==> src/design/mops_pkg.sv <==
// mops_pkg: shared types and constants of the most-overdue poll scheduler
// no dependencies; imported by mops_scan and most_overdue_poll_scheduler
package mops_pkg;

  // request type codes
  localparam logic REQ_POLL = 1'b0;
  localparam logic REQ_DONE = 1'b1;

  // interval registers on the configuration port
  localparam int CONFIG_COUNT = 7;
  localparam int CFG_IDX_W    = 3;
  localparam int INTERVAL_W   = 16;
  localparam int TIME_W       = 32;
  localparam int READING_W    = 24;

  // voltage window 8.0 .. 16.0 in Q.8
  localparam logic signed [READING_W-1:0] VOLT_LOW_Q8  = 24'sd2048;
  localparam logic signed [READING_W-1:0] VOLT_HIGH_Q8 = 24'sd4096;

  localparam logic [INTERVAL_W-1:0] INTERVAL_RST [CONFIG_COUNT] = '{
    16'd300, 16'd250, 16'd250, 16'd5000, 16'd5000, 16'd300, 16'd300
  };

  // reset interval of an entry, zero for entries without a register
  function automatic logic [INTERVAL_W-1:0] interval_rst(input int idx);
    logic [INTERVAL_W-1:0] val;
    val = '0;
    for (int k = 0; k < CONFIG_COUNT; k++) begin
      if (k == idx) begin
        val = INTERVAL_RST[k];
      end
    end
    return val;
  endfunction

  // sequencer commands to the scan unit
  typedef struct packed {
    logic clear;
    logic step;
  } scan_ctrl_t;

endpackage

==> src/design/mops_scan.sv <==
// mops_scan: shared elapsed-time subtract and compare unit, one entry per step
// depends on mops_pkg (scan_ctrl_t, widths)
module mops_scan import mops_pkg::*; #(
  parameter int IDX_W = 3
) (
  input  logic                  clk_i,
  input  logic                  rst_ni,
  input  scan_ctrl_t            ctrl_i,
  input  logic [TIME_W-1:0]     now_i,
  input  logic [TIME_W-1:0]     last_i,
  input  logic [INTERVAL_W-1:0] interval_i,
  input  logic [IDX_W-1:0]      idx_i,
  output logic                  found_o,
  output logic [IDX_W-1:0]      sel_o
);

  logic [TIME_W-1:0] elapsed;
  logic              hit;
  logic [TIME_W-1:0] best_q;
  logic              found_q;
  logic [IDX_W-1:0]  sel_q;

  // wrapping elapsed time; must reach the interval and beat the best so far
  assign elapsed = now_i - last_i;
  assign hit     = (elapsed >= {{(TIME_W-INTERVAL_W){1'b0}}, interval_i}) &&
                   (elapsed > best_q);

  always_ff @(posedge clk_i or negedge rst_ni) begin
    if (!rst_ni) begin
      best_q  <= '0;
      found_q <= 1'b0;
      sel_q   <= '0;
    end else if (ctrl_i.clear) begin
      best_q  <= '0;
      found_q <= 1'b0;
      sel_q   <= '0;
    end else if (ctrl_i.step && hit) begin
      best_q  <= elapsed;
      found_q <= 1'b1;
      sel_q   <= idx_i;
    end
  end

  assign found_o = found_q;
  assign sel_o   = sel_q;

  // nothing found means the running best is still zero
  a_best_zero: assert property (@(posedge clk_i) disable iff (!rst_ni)
    !found_q |-> best_q == '0)
    else $error("scan best nonzero without a hit");

  // a clear empties the running best
  a_clear_empties: assert property (@(posedge clk_i) disable iff (!rst_ni)
    ctrl_i.clear |=> (!found_q && best_q == '0))
    else $error("scan not empty after a clear");

  // a hit records the stepped entry
  a_hit_records: assert property (@(posedge clk_i) disable iff (!rst_ni)
    (ctrl_i.step && hit && !ctrl_i.clear) |=> (found_q && sel_q == $past(idx_i)))
    else $error("scan hit not recorded");

endmodule

==> src/design/most_overdue_poll_scheduler.sv <==
// most_overdue_poll_scheduler: top level, sequencer, interval and timestamp storage
// depends on mops_pkg and mops_scan
// sequence: a poll is scanned over every entry before its result is delivered, a completion
// goes straight to the deliver step; one item at a time, the input stalls until it is delivered,
// and the scan walks one entry per cycle; an output stall holds the deliver step
// reset: intervals return to their defaults, timestamps clear to zero, output empties
module most_overdue_poll_scheduler import mops_pkg::*; #(
  parameter int ENTRY_COUNT   = 7,
  parameter int VOLTAGE_ENTRY = 4
) (
  input  logic                        clk_i,
  input  logic                        rst_ni,
  // configuration write port
  input  logic                        cfg_we_i,
  input  logic [CFG_IDX_W-1:0]        cfg_idx_i,
  input  logic [INTERVAL_W-1:0]       cfg_data_i,
  // input channel
  input  logic                        in_valid_i,
  output logic                        in_stall_o,
  input  logic                        req_type_i,
  input  logic [TIME_W-1:0]           now_ms_i,
  input  logic [2:0]                  entry_index_i,
  input  logic                        success_i,
  input  logic signed [READING_W-1:0] reading_value_i,
  // output channel
  output logic                        out_valid_o,
  input  logic                        out_stall_i,
  output logic                        grant_valid_o,
  output logic [2:0]                  grant_index_o,
  output logic                        reading_accepted_o
);

  localparam int              IdxW       = (ENTRY_COUNT > 1) ? $clog2(ENTRY_COUNT) : 1;
  localparam logic [IdxW-1:0] LastIdx    = IdxW'(ENTRY_COUNT - 1);
  localparam logic [4:0]      EntryLimit = 5'(ENTRY_COUNT);
  localparam logic [3:0]      VoltIdx    = 4'(VOLTAGE_ENTRY);

  // sequencer states
  localparam logic [1:0] S_IDLE = 2'd0;
  localparam logic [1:0] S_SCAN = 2'd1;
  localparam logic [1:0] S_DONE = 2'd2;

  logic [1:0]      state_q, state_d;
  logic [IdxW-1:0] cnt_q, cnt_d;
  scan_ctrl_t      scan_ctrl;
  logic            in_fire;
  logic            load_out;

  // per-entry storage
  logic [INTERVAL_W-1:0] intv_q [ENTRY_COUNT];
  logic [TIME_W-1:0]     last_q [ENTRY_COUNT];

  // captured item
  logic                        req_q;
  logic [TIME_W-1:0]           now_q;
  logic [2:0]                  ent_q;
  logic                        succ_q;
  logic signed [READING_W-1:0] rdg_q;

  // output register
  logic       out_valid_q;
  logic       grant_valid_q;
  logic [2:0] grant_idx_q;
  logic       acc_q;

  logic            found;
  logic [IdxW-1:0] sel;
  logic [3:0]      sel_ext;
  logic            ent_ok;
  logic            volt_ok;
  logic            store_en;

  assign in_stall_o = (state_q != S_IDLE);
  assign in_fire    = in_valid_i && !in_stall_o;

  // interval registers; entries past the register list keep interval zero
  always_ff @(posedge clk_i or negedge rst_ni) begin
    if (!rst_ni) begin
      for (int i = 0; i < ENTRY_COUNT; i++) begin
        intv_q[i] <= interval_rst(i);
      end
    end else if (cfg_we_i) begin
      for (int i = 0; i < ENTRY_COUNT; i++) begin
        if ((i < CONFIG_COUNT) && (cfg_idx_i == CFG_IDX_W'(i))) begin
          intv_q[i] <= cfg_data_i;
        end
      end
    end
  end

  // completion bookkeeping
  assign ent_ok   = ({2'b00, ent_q} < EntryLimit);
  assign volt_ok  = ({1'b0, ent_q} != VoltIdx) ||
                    ((rdg_q >= VOLT_LOW_Q8) && (rdg_q <= VOLT_HIGH_Q8));
  assign store_en = load_out && (req_q == REQ_DONE) && ent_ok && succ_q;

  // last request timestamps, written by a successful completion
  always_ff @(posedge clk_i or negedge rst_ni) begin
    if (!rst_ni) begin
      for (int i = 0; i < ENTRY_COUNT; i++) begin
        last_q[i] <= '0;
      end
    end else if (store_en) begin
      for (int i = 0; i < ENTRY_COUNT; i++) begin
        if ({1'b0, ent_q} == 4'(i)) begin
          last_q[i] <= now_q;
        end
      end
    end
  end

  // item capture on transfer
  always_ff @(posedge clk_i) begin
    if (in_fire) begin
      req_q  <= req_type_i;
      now_q  <= now_ms_i;
      ent_q  <= entry_index_i;
      succ_q <= success_i;
      rdg_q  <= reading_value_i;
    end
  end

  // sequencer: idle -> scan over all entries (polls only) -> deliver result
  always_comb begin
    state_d         = state_q;
    cnt_d           = cnt_q;
    scan_ctrl.clear = 1'b0;
    scan_ctrl.step  = 1'b0;
    load_out        = 1'b0;
    unique case (state_q)
      S_IDLE: begin
        if (in_fire) begin
          cnt_d           = '0;
          scan_ctrl.clear = 1'b1;
          state_d         = (req_type_i == REQ_POLL) ? S_SCAN : S_DONE;
        end
      end
      S_SCAN: begin
        scan_ctrl.step = 1'b1;
        if (cnt_q == LastIdx) begin
          cnt_d   = '0;
          state_d = S_DONE;
        end else begin
          cnt_d = cnt_q + 1'b1;
        end
      end
      S_DONE: begin
        // wait until the output register is free
        if (!out_valid_q || !out_stall_i) begin
          load_out = 1'b1;
          state_d  = S_IDLE;
        end
      end
      default: begin
        state_d = S_IDLE;
      end
    endcase
  end

  always_ff @(posedge clk_i or negedge rst_ni) begin
    if (!rst_ni) begin
      state_q <= S_IDLE;
      cnt_q   <= '0;
    end else begin
      state_q <= state_d;
      cnt_q   <= cnt_d;
    end
  end

  // shared elapsed compare unit, fed one entry per cycle
  mops_scan #(
    .IDX_W (IdxW)
  ) u_scan (
    .clk_i      (clk_i),
    .rst_ni     (rst_ni),
    .ctrl_i     (scan_ctrl),
    .now_i      (now_q),
    .last_i     (last_q[cnt_q]),
    .interval_i (intv_q[cnt_q]),
    .idx_i      (cnt_q),
    .found_o    (found),
    .sel_o      (sel)
  );

  // grant index is reported in three bits
  assign sel_ext = 4'(sel);

  always_ff @(posedge clk_i or negedge rst_ni) begin
    if (!rst_ni) begin
      out_valid_q <= 1'b0;
    end else if (load_out) begin
      out_valid_q <= 1'b1;
    end else if (!out_stall_i) begin
      out_valid_q <= 1'b0;
    end
  end

  always_ff @(posedge clk_i) begin
    if (load_out) begin
      grant_valid_q <= (req_q == REQ_POLL) && found;
      grant_idx_q   <= ((req_q == REQ_POLL) && found) ? sel_ext[2:0] : 3'd0;
      acc_q         <= (req_q == REQ_DONE) && ent_ok && succ_q && volt_ok;
    end
  end

  assign out_valid_o        = out_valid_q;
  assign grant_valid_o      = grant_valid_q;
  assign grant_index_o      = grant_idx_q;
  assign reading_accepted_o = acc_q;

  // a result only appears after the deliver step
  a_out_from_done: assert property (@(posedge clk_i) disable iff (!rst_ni)
    $rose(out_valid_q) |-> $past(state_q) == S_DONE)
    else $error("result appeared outside the deliver step");

  // a transfer always closes the input until the item is finished
  a_busy_after_xfer: assert property (@(posedge clk_i) disable iff (!rst_ni)
    in_fire |=> in_stall_o)
    else $error("input open right after a transfer");

  // grant and reading acceptance never both set
  a_grant_xor_acc: assert property (@(posedge clk_i) disable iff (!rst_ni)
    out_valid_o |-> !(grant_valid_o && reading_accepted_o))
    else $error("grant and reading acceptance both set");

  // no grant means index zero
  a_no_grant_idx: assert property (@(posedge clk_i) disable iff (!rst_ni)
    (out_valid_o && !grant_valid_o) |-> grant_index_o == 3'd0)
    else $error("nonzero grant index without a grant");

endmodule
==> config.mk <==
export PLATFORM = sky130hd
export DESIGN_NAME = most_overdue_poll_scheduler
export DESIGN_NICKNAME = d
export VERILOG_FILES = /design/src/design/mops_pkg.sv /design/src/design/mops_scan.sv /design/src/design/most_overdue_poll_scheduler.sv
export SDC_FILE = /design/constraint.sdc
export NUM_CORES = 1
export LEC_CHECK = 0
export ABC_AREA = 1
export BUFFER_PORTS_ARGS = -buffer_cell sky130_fd_sc_hd__buf_2
export CAP_MARGIN = 20
export CORE_MARGIN = 2
export CORE_UTILIZATION = 55
export CTS_BUF_LIST = sky130_fd_sc_hd__clkbuf_16
export CTS_CLUSTER_SIZE = 16
export DETAILED_ROUTE_END_ITERATION = 10
export PLACE_DENSITY = 0.76
export SKIP_CTS_REPAIR_TIMING = 1
export SLEW_MARGIN = 5
export SYNTH_ARGS = -nofsm -noshare
export SYNTH_HDL_FRONTEND = slang
export SYNTH_SLANG_ARGS = --single-unit
==> constraint.sdc <==
create_clock -name clk_i -period 6.1 [get_ports clk_i]
set_clock_uncertainty 0.15 [all_clocks]
set_input_delay 0.305 -clock clk_i [delete_from_list [all_inputs] [get_ports clk_i]]
set_output_delay 0.305 -clock clk_i [all_outputs]
set_load 0.1 [all_outputs]
### After elaboration in Yosys (flattened, before gate mapping)

Cells that the tools add are included.
Widths: inputs -> output; s select.

* bits in registers: 444
* logic and storage cells: 123
* output and inout bits: 7
* input port bits: 85

* bitwise gates (word level): 2
* reduce and logical (&&, ||, !) cells: 38
* order comparisons: 6
* mux-type cells: 27
* $add $sub $neg: 2
* eq/ne operators: 20

Operator list (count)
* $mux 32: 4
* $bmux 32 s3: 1
* $bmux 16 s3: 1
* $ge 32x16->1: 1
* $gt 32x32->1: 1
* $mux 16: 2
* $sub 32x32->32: 1
* $reduce_and 2->1: 15
* $ge 24x13->1 const B: 1
* $le 24x14->1 const B: 1
* $eq 3x3->1 const B: 7
* $eq 3x2->1 const B: 4
* $mux 3: 4
* $logic_and 1x1->1: 11
* $mux 1: 9
* $mux 2: 4
* $eq 3x1->1 const B: 2
* $logic_not 3->1: 2
* $ne 2x2->1 const B: 3
* $pmux 2 s3: 1
* $pmux 3 s2: 1
* $reduce_bool 2->1: 3
* $ge 4x4->1 const B: 1
* $not 3->4: 1
* 11 further kinds: 14

### Depth between registers and ports, before layout

* depth after elaboration: 10
* gate-level depth with buffers: 34
* mapped depth without buffers: 30

### Hierarchy

A second synthesis with hierarchy kept.

* cell total of the unflattened synthesis: 2665
* area total of the unflattened synthesis: 22560.4 um2

Modules (own cells, without submodules)
* most_overdue_poll_scheduler: area an instance 17320.4 um2, seq. area each 10582.6 um2, times used 1, cells an instance 1888
* mops_scan: area an instance 5240.0 um2, seq. area each 900.9 um2, times used 1, cells an instance 777

### Worst setup path after synthesis

No wires, ideal clock.

* path type: reg2reg
* start: reg state_q[0]
* end: reg u_scan.best_q[3]
* data required time: 5.832 ns
* arrival: 5.139 ns
* stages on the path, launching flop included: 8
* setup slack: 0.693 ns
* cell sequence: dfrtp_1 nor2_1 inv_1 nor2_1 clkinv_1 buf_2 nand3_1 nand2_1

* word-level cells in the longest chain between the ends: 6
* elaborated cells on any way between the ends: 11
* those cells by class: eq/ne: 1; mux: 4; reduce/logical: 6

RTL lines
* start, declared: RTL line most_overdue_poll_scheduler.sv:43 `logic [1:0] state_q, state_d;`
* start signal, assigned: RTL line most_overdue_poll_scheduler.sv:165 `state_q <= state_d;`
* $reduce_bool 2->1 (*): RTL line most_overdue_poll_scheduler.sv:73 `assign in_stall_o = (state_q != S_IDLE);`
* via in_stall_o: RTL line most_overdue_poll_scheduler.sv:19 `output logic in_stall_o,`
* $logic_not 1->1 (*): RTL line most_overdue_poll_scheduler.sv:74 `assign in_fire = in_valid_i && !in_stall_o;`
* $logic_and 1x1->1 (*): RTL line most_overdue_poll_scheduler.sv:74
* via in_fire: RTL line most_overdue_poll_scheduler.sv:46 `logic in_fire;`
* $mux 1 (*): RTL line most_overdue_poll_scheduler.sv:132 `if (in_fire) begin`
* $mux 1 (*): RTL line most_overdue_poll_scheduler.sv:130 `unique case (state_q)`
* $mux 32 / $reduce_bool 2->1 (equally long branches)
* end signal, assigned: RTL line mops_scan.sv:38 `best_q <= elapsed;`
* end, declared: RTL line mops_scan.sv:19 `logic [TIME_W-1:0] best_q;`

The timed path passes the listed nets; every way through them passes the cells marked *.
A chain may end at the register's enable or synchronous reset.

### Worst setup path in the final report

* start: reg cnt_q[0]
* end: reg u_scan.best_q[22]

* word-level cells in the longest chain between the ends: 9
* elaborated cells on any way between the ends: 15
* those cells by class: add/sub: 1; order compare: 2; mux: 8; bitwise: 1; reduce/logical: 3

RTL lines
* start, declared: RTL line most_overdue_poll_scheduler.sv:44 `logic [IdxW-1:0] cnt_q, cnt_d;`
* start signal, assigned: RTL line most_overdue_poll_scheduler.sv:166 `cnt_q <= cnt_d;`
* $not 3->4 (implied by the code) (*): RTL line most_overdue_poll_scheduler.sv:178, most_overdue_poll_scheduler.sv:179
* $bmux 32 s3: RTL line most_overdue_poll_scheduler.sv:178 `.last_i (last_q[cnt_q]),`
* $mux 32 (implied by the code) (2 in series): RTL line most_overdue_poll_scheduler.sv:178
* $sub 32x32->32: RTL line mops_scan.sv:24 `assign elapsed = now_i - last_i;`
* $ge 32x16->1 / $gt 32x32->1 (equally long branches): RTL line mops_scan.sv:25, mops_scan.sv:26
* $logic_and 1x1->1: RTL line mops_scan.sv:25 `assign hit = (elapsed >= {{(TIME_W-INTERVAL_W){1'b0}}, interval_i}) &&`
* $logic_and 1x1->1: RTL line mops_scan.sv:37 `end else if (ctrl_i.step && hit) begin`
* $reduce_bool 2->1 (no line)

Every way passes the cells marked *; elsewhere a longest branch is shown, timed or not. The select of a mux whose other input is x is not followed.

==> flow_metrics.py <==
metrics = {
    "clock_tree": {
        "cts-buffers-inserted": 47,
        "clockRootBuffer": "clkbuf_16",
        "path_clk_slew_ns": 0.06,
        "cts_tree": "yes",
        "max-clock-path-buffers": 3,
        "cts_sinks": 444,
        "h-tree-depth": 2,
        "insertion_delay_ns": 0.59,
    },
    "critical_path": {
        "arrival_ns": 6.00,
        "worstPathMaxFanout": 24,
        "start_kind": "flop",
        "r2r_start": "cnt_q[0]",
        "r2r_end": "u_scan.best_q[22]",
        "end_kind": "flop",
        "worstSetupPathType": "reg -> reg",
        "r2r_setup_slack_ns": 0.41,
        "worstPathRequired_ns": 6.42,
        "rr_worst_depth": 27,
    },
    "detailed_routing": {
        "routed_via_density": 5.84,
        "route.vias.total": 18900,
        "drtPass1Iterations": 6,
        "wl_per_cell_microns": 18.9,
        "drtIter0Drc": 2022,
        "drt_wl_total_microns": 61400,
        "drc_errors": 0,
        "ant_nets": 0,
    },
    "logic_synthesis": {
        "synth_nets": 2717,
        "yosysUniqueCellTypes": 61,
        "ys.flop_type": "dfrtp_1",
        "synth_cells": 2553,
        "synth_seq_cells": 444,
        "ys.warnings.count": 0,
        "netlist.area_leader.share_pct": 39.4,
        "yosys.area.top_type": "dfrtp_1",
        "synth.cell_area_sq_mm": 0.0218,
        "ys_top_cells_by_area": "dfrtp_1 39%, o21ai_0 11%, nand2_1 11%",
        "ys_seq_area_share_pct": 52.6,
        "synth_edf_count": 66,
        "synthArstFlopShare_pct": 85.1,
        "avgSynthCellArea_sq_um": 8.56,
    },
    "flow_run": {
        "cap_violations": 0,
    },
    "hold_path": {
        "min_to": "intv_q[79]",
        "hp-start": "cfg_data_i[15]",
        "min_path_type": "in -> reg",
        "holdPathStages": 3,
    },
    "sta": {
        "max_slew.worst_pin.slew_ns": 1.12,
        "rsz0062_at_grt": "no",
        "period_minus_slack_ns": 5.69,
        "fin_setup_tns_ns": 0,
        "slew_headroom_pct": 25.5,
        "holdWs_ns": -0.0368,
        "period_share_pct": 93.2,
        "clock.fmax_ghz": 0.176,
        "finalHoldViolCount": 6,
        "setup_viol": 0,
        "drv_slew": 0,
    },
    "global_route": {
        "grt_max_degree": 146,
        "grt_usage_pct": 29.5,
        "antenna_found_initial": 0,
        "grt_pass1_vias": 18000,
        "grt-ovfl-total": 0,
        "grt_pass1_wl_microns": 96400,
    },
    "finish": {
        "area_delta_synth_final_pct": 15.3,
        "final_common_cell": "nand2_1",
        "final_core_util_pct": 63.8,
        "nets": 2843,
        "layout-drive-gt1-share_pct": 10.7,
        "antenna_cells": 0,
        "layout.cells.non_filler": 3242,
        "layout_common_cells": "627 x nand2_1, 473 x o21ai_0, 342 x dfrtp_1, 200 x nor2_1, 195 x inv_1",
    },
    "pwr": {
        "ir_drop_mv": 0.482,
        "p_sw_w": 0.00703,
        "swShare_pct": 46.7,
        "pwr-share-clk_pct": 17.7,
        "p_comb_share_pct": 53.0,
        "p_per_area_mw_per_mm2": 597,
        "p_leak_nw": 11.7,
        "internal-power_w": 0.00802,
        "power_frac_seq_pct": 29.2,
    },
    "placed_design": {
        "io_buffers": 91,
        "place.gp.congestion": 0.941,
        "dp_cells": 3067,
        "place_hpwl_microns": 37700,
    },
    "floorplan": {
        "initial_core_util_pct": 55.4,
        "dieArea_sq_mm": 0.0413,
        "rows": 73,
        "core_sq_mm": 0.0395,
        "fp.dieH_microns": 203,
        "fp.dieW_microns": 203,
        "pin_count": 92,
    },
    "status": {
        "failed_checks": "hold timing",
        "outcome": "finished with violations",
    },
}
-- metrics by stage --
step | power [W] | worst slack, ns | instance area, sq um | hold slack [ns]
CTS | 0.0148 | 0.281 | 24200 | -0.346
detailed placement | 0.0121 | 0.339 | 22800 | 0.272
global placement | 0.0119 | 0.333 | 22800 | 0.261
global route | 0.0163 | 0.0234 | 25200 | 0.00771
floorplan | 0.00981 | 0.693 | 21800 | -0.141
finish | 0.0150 | 0.413 | 25200 | -0.0368
-- routing by layer --
layer / wire (microns) / share of wire, % / track usage [%] / vias up
li1: - / - / - / 8865
met1: 26200 / 43 / 40.7 / 9106
met2: 28700 / 47 / 47.6 / 834
met3: 4660 / 7.6 / 4.51 / 120
met4: 1890 / 3.1 / 10.6 / 0
met5: 0 / 0 / 0 / -
-- synthesized netlist by cell type, drive strengths merged, types with 2 or more instances --
library cell and n:
o31ai 19, o2bb2ai 3, nor4 7, o22ai 4, o311ai 2, nand4 57, xor2 15, inv 184
o211ai 3, nor3 9, nand3 94, nand2 635, dfstp 34, edfxtp 66, xnor2 2, clkbuf 114
clkinv 3, or2 2, a31oi 10, nor2 214, a21o 4, a311oi 9, a22oi 19, a41o 2
dfrtp 344, nor3b 2, o2111ai 4, buf 22, o21ai 494, nand3b 4, a21oi 66, o21a 3
ha 78, a211oi 3, a221oi 12
-- worst max path at each step --
stage / slack, ns / cells past startpoint / from / end
5_1_grt: 0.02 / 27 / cnt_q[0] / u_scan.best_q[19]
6_report: 0.41 / 27 / cnt_q[0] / u_scan.best_q[22]
3_5_place_dp: 0.34 / 26 / cnt_q[1] / u_scan.sel_o[2]
3_3_place_gp: 0.33 / 26 / cnt_q[1] / u_scan.best_q[14]
4_1_cts: 0.28 / 26 / cnt_q[1] / u_scan.sel_o[2]
2_1_floorplan: 0.69 / 7 / state_q[0] / u_scan.best_q[3]
-- kinds of logic after synthesis --
kind of cell,synth area share [%]
flip-flops,52.6
XOR/XNOR,0.716
adder cells (fa/ha/maj),4.56
buffers and inverters,5.70
AO/OA/AOI/OAI,16.6
AND/OR/NAND/NOR,19.9
-- cell type report --
cell class              instances  area [sq um]
flip-flops and latches        444         11500
clock buffers                  50          1250
well taps                     525           657
inverters                     187           702
multi-input cells            1787          9160
repair buffers                212          1760
clock inverters                37           166
fillers                      3250         14300
-- state kept, by name, summed over array words and instances, names as in the netlist, 2 cells and up --
signal         cells
grant_index_o      3
intv_q           112
now_q             32
ent_q              3
u_scan.best_q     32
cnt_q              3
rdg_q             24
state_q            2
last_q           224
u_scan.sel_o       3
-- power by group through the flow --
stage               Sequential, W  Clock [W]  Combinational (W)
floorplan                 0.00435          0            0.00546
global placement          0.00440          0            0.00748
detailed placement        0.00442          0            0.00772
CTS                       0.00438    0.00269            0.00775
global route              0.00448    0.00281            0.00900
finish                    0.00440    0.00266            0.00798
-- critical path: stages (launching register included) --
cell	delay (ns)
dfrtp_4	0.58
nand2_1	0.13
inv_2	0.07
buf_4	0.34
nand2_1	0.09
a31oi_1	0.23
a311oi_2	0.09
ha_1	0.47
nand2_1	0.12
nor2_1	0.33
inv_1	0.10
nor3_1	0.18
nand2_1	0.13
nand3_1	0.18
a21oi_1	0.11
nand2_1	0.07
nand2_1	0.12
ha_1	0.32
nand2_1	0.09
nor4_1	0.36
nor3b_1	0.23
nand4_1	0.15
a21oi_1	0.15
nor2_1	0.06
nand2_2	0.15
nand3_4	0.30
nand3_1	0.17
nand2_1	0.06
Note: power is estimated with default switching activity, not from simulation.
